### config.mk
export PLATFORM = sky130hd
export DESIGN_NAME = tag_presence_debouncer
export DESIGN_NICKNAME = d
export VERILOG_FILES = /design/src/design/tpd_pkg.sv /design/src/design/tag_presence_debouncer.sv /design/src/design/tpd_core.sv
export SDC_FILE = /design/constraint.sdc
export NUM_CORES = 1
export LEC_CHECK = 0
export ABC_AREA = 1
export BUFFER_PORTS_ARGS = -buffer_cell sky130_fd_sc_hd__buf_2
export CORE_ASPECT_RATIO = 1.5
export CORE_UTILIZATION = 45
export DETAILED_ROUTE_END_ITERATION = 10
export GPL_TIMING_DRIVEN = 0
export PLACE_DENSITY = 0.71
export SLEW_MARGIN = 20
export SYNTH_ARGS = -nofsm -noshare
export SYNTH_HDL_FRONTEND = slang
export SYNTH_SLANG_ARGS = --single-unit
### constraint.sdc
create_clock -name aclk -period 2.7 [get_ports aclk]
set_input_delay 0 -clock aclk [delete_from_list [all_inputs] [get_ports aclk]]
set_output_delay 0 -clock aclk [all_outputs]
set_load 0.03 [all_outputs]
### src/design/tpd_pkg.sv
// Shared types and constants for the tag presence debouncer.
`default_nettype none

package tpd_pkg;

    localparam int unsigned TIME_W = 32;
    localparam int unsigned DEBOUNCE_W = 16;
    localparam logic [DEBOUNCE_W-1:0] DEBOUNCE_RESET = 16'd50;

    localparam logic [1:0] OP_OBSERVE = 2'd0;
    localparam logic [1:0] OP_MARK_PROCESSED = 2'd1;
    localparam logic [1:0] OP_ACK_REMOVED = 2'd2;

    typedef enum logic [1:0] {
        ST_NO_TAG    = 2'd0,
        ST_PRESENT   = 2'd1,
        ST_PROCESSED = 2'd2,
        ST_REMOVED   = 2'd3
    } tag_state_t;

    typedef struct packed {
        logic [1:0]        operation;
        logic              present;
        logic [TIME_W-1:0] now_ms;
    } event_t;

    typedef struct packed {
        logic       took_effect;
        tag_state_t presence_state;
        logic       stable_level;
    } result_t;

endpackage

`default_nettype wire

### src/design/tag_presence_debouncer.sv
// Top level of the tag presence debouncer: input register, core and result register.
//
//  channel | ports                                      | direction
//  --------+--------------------------------------------+----------
//  s_      | s_valid s_ready s_operation s_present s_now_ms | in
//  m_      | m_valid m_ready m_took_effect m_presence_state m_stable_level | out
//  cfg_    | cfg_valid cfg_ready cfg_debounce_ms        | in
//
// One item per cycle is accepted while the result side is not stalled.
// The item register feeds the core; its state updates as each item advances.
// Synchronous active-low reset empties both registers and restores the debounce time.
// A stalled result holds the pipeline; the input side stays ready while a slot is free.
`default_nettype none

module tag_presence_debouncer (
    input  wire logic                            aclk,
    input  wire logic                            aresetn,
    input  wire logic                            s_valid,
    output logic                                 s_ready,
    input  wire logic [1:0]                      s_operation,
    input  wire logic                            s_present,
    input  wire logic [tpd_pkg::TIME_W-1:0]      s_now_ms,
    output logic                                 m_valid,
    input  wire logic                            m_ready,
    output logic                                 m_took_effect,
    output logic [1:0]                           m_presence_state,
    output logic                                 m_stable_level,
    input  wire logic                            cfg_valid,
    output logic                                 cfg_ready,
    input  wire logic [tpd_pkg::DEBOUNCE_W-1:0]  cfg_debounce_ms
);

    logic [tpd_pkg::DEBOUNCE_W-1:0] debounce_reg;
    logic                           in_valid_reg;
    tpd_pkg::event_t                in_item_reg;
    logic                           out_valid_reg;
    tpd_pkg::result_t               out_result_reg;
    tpd_pkg::result_t               core_result;
    logic                           advance;

    assign cfg_ready = 1'b1;
    assign advance   = in_valid_reg && (!out_valid_reg || m_ready);
    assign s_ready   = !in_valid_reg || advance;

    always_ff @(posedge aclk) begin
        if (!aresetn) begin
            debounce_reg <= tpd_pkg::DEBOUNCE_RESET;
        end else if (cfg_valid) begin
            debounce_reg <= cfg_debounce_ms;
        end
    end

    always_ff @(posedge aclk) begin
        if (!aresetn) begin
            in_valid_reg <= 1'b0;
        end else if (s_ready) begin
            in_valid_reg <= s_valid;
        end
    end

    always_ff @(posedge aclk) begin
        if (s_valid && s_ready) begin
            in_item_reg.operation <= s_operation;
            in_item_reg.present   <= s_present;
            in_item_reg.now_ms    <= s_now_ms;
        end
    end

    tpd_core u_core (
        .aclk        (aclk),
        .aresetn     (aresetn),
        .debounce_ms (debounce_reg),
        .step        (advance),
        .item        (in_item_reg),
        .result      (core_result)
    );

    always_ff @(posedge aclk) begin
        if (!aresetn) begin
            out_valid_reg <= 1'b0;
        end else if (advance) begin
            out_valid_reg <= 1'b1;
        end else if (m_ready) begin
            out_valid_reg <= 1'b0;
        end
    end

    always_ff @(posedge aclk) begin
        if (advance) begin
            out_result_reg <= core_result;
        end
    end

    assign m_valid          = out_valid_reg;
    assign m_took_effect    = out_result_reg.took_effect;
    assign m_presence_state = out_result_reg.presence_state;
    assign m_stable_level   = out_result_reg.stable_level;

endmodule

`default_nettype wire

### src/design/tpd_core.sv
// Debounce state, presence state machine and per-item result logic.
`default_nettype none

module tpd_core (
    input  wire logic                          aclk,
    input  wire logic                          aresetn,
    input  wire logic [tpd_pkg::DEBOUNCE_W-1:0] debounce_ms,
    input  wire logic                          step,
    input  wire tpd_pkg::event_t               item,
    output tpd_pkg::result_t                   result
);

    logic                       cand_valid_reg;
    logic                       cand_valid_next;
    logic                       cand_level_reg;
    logic                       cand_level_next;
    logic [tpd_pkg::TIME_W-1:0] cand_start_reg;
    logic [tpd_pkg::TIME_W-1:0] cand_start_next;
    logic                       stable_reg;
    logic                       stable_next;
    tpd_pkg::tag_state_t        state_reg;
    tpd_pkg::tag_state_t        state_next;
    logic [tpd_pkg::TIME_W-1:0] held;
    logic                       effect;

    always_ff @(posedge aclk) begin
        if (!aresetn) begin
            cand_valid_reg <= 1'b0;
            cand_level_reg <= 1'b0;
            cand_start_reg <= '0;
            stable_reg     <= 1'b0;
            state_reg      <= tpd_pkg::ST_NO_TAG;
        end else if (step) begin
            cand_valid_reg <= cand_valid_next;
            cand_level_reg <= cand_level_next;
            cand_start_reg <= cand_start_next;
            stable_reg     <= stable_next;
            state_reg      <= state_next;
        end
    end

    assign held = item.now_ms - cand_start_reg;

    always_comb begin
        cand_valid_next = cand_valid_reg;
        cand_level_next = cand_level_reg;
        cand_start_next = cand_start_reg;
        stable_next     = stable_reg;
        state_next      = state_reg;
        effect          = 1'b0;
        case (item.operation)
            tpd_pkg::OP_OBSERVE: begin
                if (!cand_valid_reg || (item.present != cand_level_reg)) begin
                    cand_valid_next = 1'b1;
                    cand_level_next = item.present;
                    cand_start_next = item.now_ms;
                end else if ((stable_reg != cand_level_reg) &&
                             (held >= {{(tpd_pkg::TIME_W-tpd_pkg::DEBOUNCE_W){1'b0}},
                                       debounce_ms})) begin
                    stable_next = cand_level_reg;
                    if (cand_level_reg) begin
                        if ((state_reg == tpd_pkg::ST_NO_TAG) ||
                            (state_reg == tpd_pkg::ST_REMOVED)) begin
                            state_next = tpd_pkg::ST_PRESENT;
                            effect     = 1'b1;
                        end
                    end else begin
                        if ((state_reg == tpd_pkg::ST_PRESENT) ||
                            (state_reg == tpd_pkg::ST_PROCESSED)) begin
                            state_next = tpd_pkg::ST_REMOVED;
                            effect     = 1'b1;
                        end
                    end
                end
            end
            tpd_pkg::OP_MARK_PROCESSED: begin
                if (state_reg == tpd_pkg::ST_PRESENT) begin
                    state_next = tpd_pkg::ST_PROCESSED;
                    effect     = 1'b1;
                end
            end
            tpd_pkg::OP_ACK_REMOVED: begin
                if ((state_reg == tpd_pkg::ST_REMOVED) && !stable_reg) begin
                    state_next = tpd_pkg::ST_NO_TAG;
                    effect     = 1'b1;
                end
            end
            default: begin
                effect = 1'b0;
            end
        endcase
    end

    always_comb begin
        result.took_effect    = effect;
        result.presence_state = state_next;
        result.stable_level   = stable_next;
    end

endmodule

`default_nettype wire

Yosys cells after proc, flatten, opt, wreduce, memory -nomap -nowiden
Index checks and enable logic that the tools add are counted.
Cells by class
  add/sub/neg operators: 1
  $lt $le $gt $ge: 1
  eq/ne operators: 7
  multiplexer cells: 21
  reduce and logical (&&, ||, !) cells: 17
Operators by type and width (count)
  32-bit by 16-bit greater-or-equal comparator with 1-bit output: 1
  32-bit subtractor: 1
  2-bit 2-to-1 mux: 7
  1-bit 2-to-1 mux: 12
  2-bit == test (second input constant): 3
  2-bit case mux with 3 select lines: 1
  1-bit logical OR: 5
  2-bit by 1-bit == test with 1-bit output (second input constant): 2
  1-bit logical AND: 4
  1-bit zero test: 4
  2-bit zero test: 2
  1-bit case mux with 3 select lines: 1
  3-bit AND reduction: 1
  1-bit != test: 2
  2-bit nonzero test: 1
Word-level totals
  flip-flop bits (word level): 94
  input port bits: 56
  output and inout bits: 7
  logic and storage cells: 61

Longest topological paths before layout
  word-level depth: 7
  gate-level depth with buffers: 28

Cells and area by module
A second synthesis with hierarchy kept.
Unflattened totals
  cell total of the unflattened synthesis: 957
  area total of the unflattened synthesis: 6452.4 µm²
Modules (own cells, without submodules)
  tpd_core: times used 1, cells an instance 835, area an instance 4633.2 µm², seq. area each 740.7 µm²
  tag_presence_debouncer: times used 1, cells an instance 122, area an instance 1819.2 µm², seq. area each 1531.5 µm²

Worst setup path after synthesis
No wires, ideal clock.
  path type: register to register
  start point: reg in_item_reg[0] (netlist name)
  end point: reg out_result_reg, in the netlist m_stable_level (data pin)
  setup time: 0.256 ns
  arrival time: 2.640 ns
  required time: 2.444 ns
  slack: -0.195 ns
  stages on the path, launching flop included: 24
  buffers on the path: 0
  cells stage by stage: edfxtp_1 -> inv_1 -> ha_1 -> fa_1 -> inv_1 -> nand2_1 -> nand2_1 -> and2_1 -> nand2_1 -> nand3_2 -> xor2_1 -> ha_1 -> a21oi_1 -> o31a_1 -> nand2_1 -> nor2_1 -> nand2_1 -> nor2_1 -> nand2_1 -> nor2_2 -> nand2_2 -> nand3_1 -> o21ai_1 -> inv_1
RTL lines
  start: declaration: line tag_presence_debouncer.sv:35  | tpd_pkg::event_t in_item_reg;
  end signal: assignment: line tag_presence_debouncer.sv:90  | out_result_reg <= core_result;
  end: declaration: line tag_presence_debouncer.sv:37  | tpd_pkg::result_t out_result_reg;

==> impl_metrics.json <==
{
  "rrSetupSlack_ns": -0.74,
  "layout-drive-gt1-share_pct": 22.94,
  "dpl-instance-area_sq_um": 7118,
  "cts_buffer_depth": 2,
  "crit_arrival_ns": 3.55,
  "drc_errors": 0,
  "start_util_pct": 46.55,
  "hpwl_mm": 12.36,
  "io_pins": 63,
  "synth_top_area_share_pct": 18.41,
  "drtIter0Drc": 223,
  "finClkSkew_ns": 0.008168,
  "crit_required_ns": 2.81,
  "critPathLaunchType": "flop",
  "tightestPinTransition_ns": 0.5788,
  "fin_area_sq_um": 8715,
  "holdPathEnd": "u_core.cand_start_reg[1]$_SDFFE_PN0P_",
  "grt_max_degree": 20,
  "track_usage_pct": 25.14,
  "setup_tns_ns": -4.988,
  "synthToLayoutAreaGrowth_pct": 37.03,
  "cts_made_buffers": 9,
  "setup_violations": 7,
  "status": "complete, but fails checks",
  "worst_slack_ns": -0.7414,
  "synth-edff-count": 39,
  "coreArea_sq_um": 13660,
  "dieArea_sq_um": 14620,
  "r2r-start": "in_item_reg[5]$_DFFE_PP_",
  "ant_nets": 0,
  "min_from": "aresetn",
  "synth_area_leaders": "edfxtp_1 18%, dfxtp_1 17%, nand2_1 16%",
  "viasPerCell": 4.956,
  "crit_path_frequent_cell": "nand2_1",
  "layout_commonest_cell": "nand2_1",
  "ys_async_sr_fraction_pct": 0,
  "p_leak_nw": 4.367,
  "cts_max_level": 3,
  "synth_cells": 935,
  "cp_slowest_cell": "edfxtp_1",
  "clk_pin_slew_worst_paths_ns": 0.08,
  "insertion_delay_ns": 0.36,
  "wl_per_cell_microns": 13.67,
  "largest_register_ffs": 35,
  "overflow": 0,
  "rsz0062_at_grt": "yes",
  "nets": 1232,
  "vias": 6398,
  "syn_avg_cell_area_sq_um": 6.802,
  "path_max_fanout": 5,
  "slew_viol_final": 0,
  "synth_largest_area_cell": "edfxtp_1",
  "relSlewSlack_pct": 61.42,
  "final_cell_mix": "238 x nand2_1, 188 x inv_1, 71 x a21oi_1, 62 x buf_2, 60 x dlygate4sd3_1",
  "wl_mm": 17.65,
  "synth_area_sq_um": 6360,
  "cts-root-buf": "clkbuf_16",
  "yosysWarnings": 0,
  "p_per_area_nw_per_um2": 472.3,
  "synth_nets": 1043,
  "hold_path.class": "input port to flop",
  "timing.fmax_mhz": 290.6,
  "final.period_utilization_pct": 127.5,
  "reg2reg_to": "m_presence_state[0]$_DFFE_PP_",
  "antenna_found_initial": 0,
  "crit_chain": "ha_4, nand2_1, nor2_2, nand2_1, nand3_2, nand2_1, nand2_2, xor2_4, ha_1, inv_1, o31a_1, nand2_1, nor2_1, nand2_1, nor2_2, nand2_1, nor2_2, nand2_4, nand3_2, nand2_2, nand3_2, nand3_2",
  "die_w_microns": 99.07,
  "dieHeight_microns": 147.6,
  "place.gp.congestion": 0.9568,
  "violations": "setup timing",
  "drt_pass1_iterations": 5,
  "cts_tree": "built",
  "fill_cells": 1151,
  "grt_pass1_vias": 6524,
  "crit_type": "flop to flop",
  "port-buffer-count": 60,
  "max_stage_delay_ns": 0.44,
  "num_rows": 52,
  "ir_drop_uv": 310.2,
  "finalHoldViolations": 0,
  "crit_path_end_kind": "flop",
  "netlist-cell-type-count": 35,
  "hold_depth": 3,
  "antenna_cells": 0,
  "numClockSinks": 94,
  "grt_pass1_wl_mm": 28.84,
  "total_power_w": 0.004116,
  "synth_seq_cells": 94,
  "period_needed_ns": 3.441,
  "drv_cap": 0,
  "yosysSeqAreaShare_pct": 35.73,
  "ff2ff_path_depth": 22,
  "ys.flop_type": "dfxtp_1"
}
synthesized netlist by cell type (9+ instances only):
master,number
nor2_2,9
nand2_1,274
edfxtp_1,39
clkbuf_1,12
inv_1,201
nor2_1,52
o21ai_0,51
ha_1,51
xor2_1,16
a21oi_1,74
nand4_1,13
dfxtp_1,55
nand3_1,40
kinds of logic (layout without fill, tap and decap cells):
family	after synthesis	in the layout	share of synthesized area [%]
buf+inv	222	416	13.20
xor+xnor	18	18	2.479
flops	94	94	35.73
simple gates	415	415	27.42
fa+ha+maj	52	52	10.35
compound gates	133	133	10.76
other cells	1	1	0.05896
report_power, final:
part           internal [W]  total (W)  switching, W
combinational      0.000548    0.00124      0.000689
sequential          0.00156    0.00160     0.0000375
clock              0.000656    0.00128      0.000628
total               0.00276    0.00412       0.00135
stage by stage:
| step | util (%) | worst slack [ns] | std cells | hold WS, ns |
|---|---|---|---|---|
| 2_1_floorplan | - | -0.09541 | 935 | 0.09887 |
| 3_3_place_gp | 51.90 | -0.8288 | 1157 | 0.1766 |
| 3_5_place_dp | 52.10 | -0.8019 | 1158 | 0.1781 |
| 4_1_cts | 62.55 | -0.5749 | 1285 | 0.05203 |
| 5_1_grt | 63.78 | -0.8999 | 1291 | 0.07548 |
| 6_report | 63.78 | -0.7414 | 1291 | 0.05337 |
worst max-delay path by stage:
stage | from | endpoint | slack [ns] | cells after the start
finish | in_item_reg[5]$_DFFE_PP_ | m_presence_state[0]$_DFFE_PP_ | -0.74 | 22
global route | in_item_reg[2]$_DFFE_PP_ | u_core.state_reg[1]$_SDFFE_PN0P_ | -0.90 | 24
CTS | in_item_reg[8]$_DFFE_PP_ | m_presence_state[0]$_DFFE_PP_ | -0.57 | 22
detailed placement | in_item_reg[13]$_DFFE_PP_ | m_presence_state[0]$_DFFE_PP_ | -0.80 | 22
global placement | in_item_reg[13]$_DFFE_PP_ | m_presence_state[1]$_DFFE_PP_ | -0.83 | 22
floorplan | in_item_reg[0]$_DFFE_PP_ | m_stable_level$_DFFE_PP_ | -0.1 | 23
timing repair:
action / CTS / global route
buffers inserted: 51 / 6
hold endpoints to repair: 53 / 0
pin swaps: 41 / 35
gates resized for setup: 44 / 32
setup endpoints to repair: 7 / 24
hold buffers: 60 / 0
final cells by class:
| type | instances | area (sq um) | share of cell area [%] |
|---|---|---|---|
| Buffer | 15 | 62.56 | 0.7179 |
| Multi-Input combinational cell | 619 | 3739 | 42.90 |
| Inverter | 207 | 782.0 | 8.973 |
| Clock buffer | 9 | 225.2 | 2.584 |
| Sequential cell | 94 | 2273 | 26.09 |
| Timing Repair Buffer | 178 | 1356 | 15.56 |
| Clock inverter | 7 | 73.82 | 0.8471 |
| Tap cell | 162 | 202.7 | 2.326 |
worst max-delay path: cells and delay by family, from the launching register on:
family,cells,cell delay (ns)
XOR/XNOR,1,0.20
flip-flops,1,0.44
buffers and inverters,1,0.07
AO/OA/AOI/OAI,1,0.21
AND/OR/NAND/NOR,17,1.70
adder cells (fa/ha/maj),2,0.58
layer usage:
layer | up-vias | GRT usage (%) | wire length, microns | share of wire [%]
li1 | 3288 | - | - | -
met1 | 2892 | 25.13 | 6769 | 38
met2 | 160 | 47.55 | 9285 | 53
met3 | 58 | 4.634 | 641 | 3.6
met4 | 0 | 15.22 | 951 | 5.4
met5 | - | 0 | 0 | 0
No activity file was read; power rests on OpenSTA's default activity.
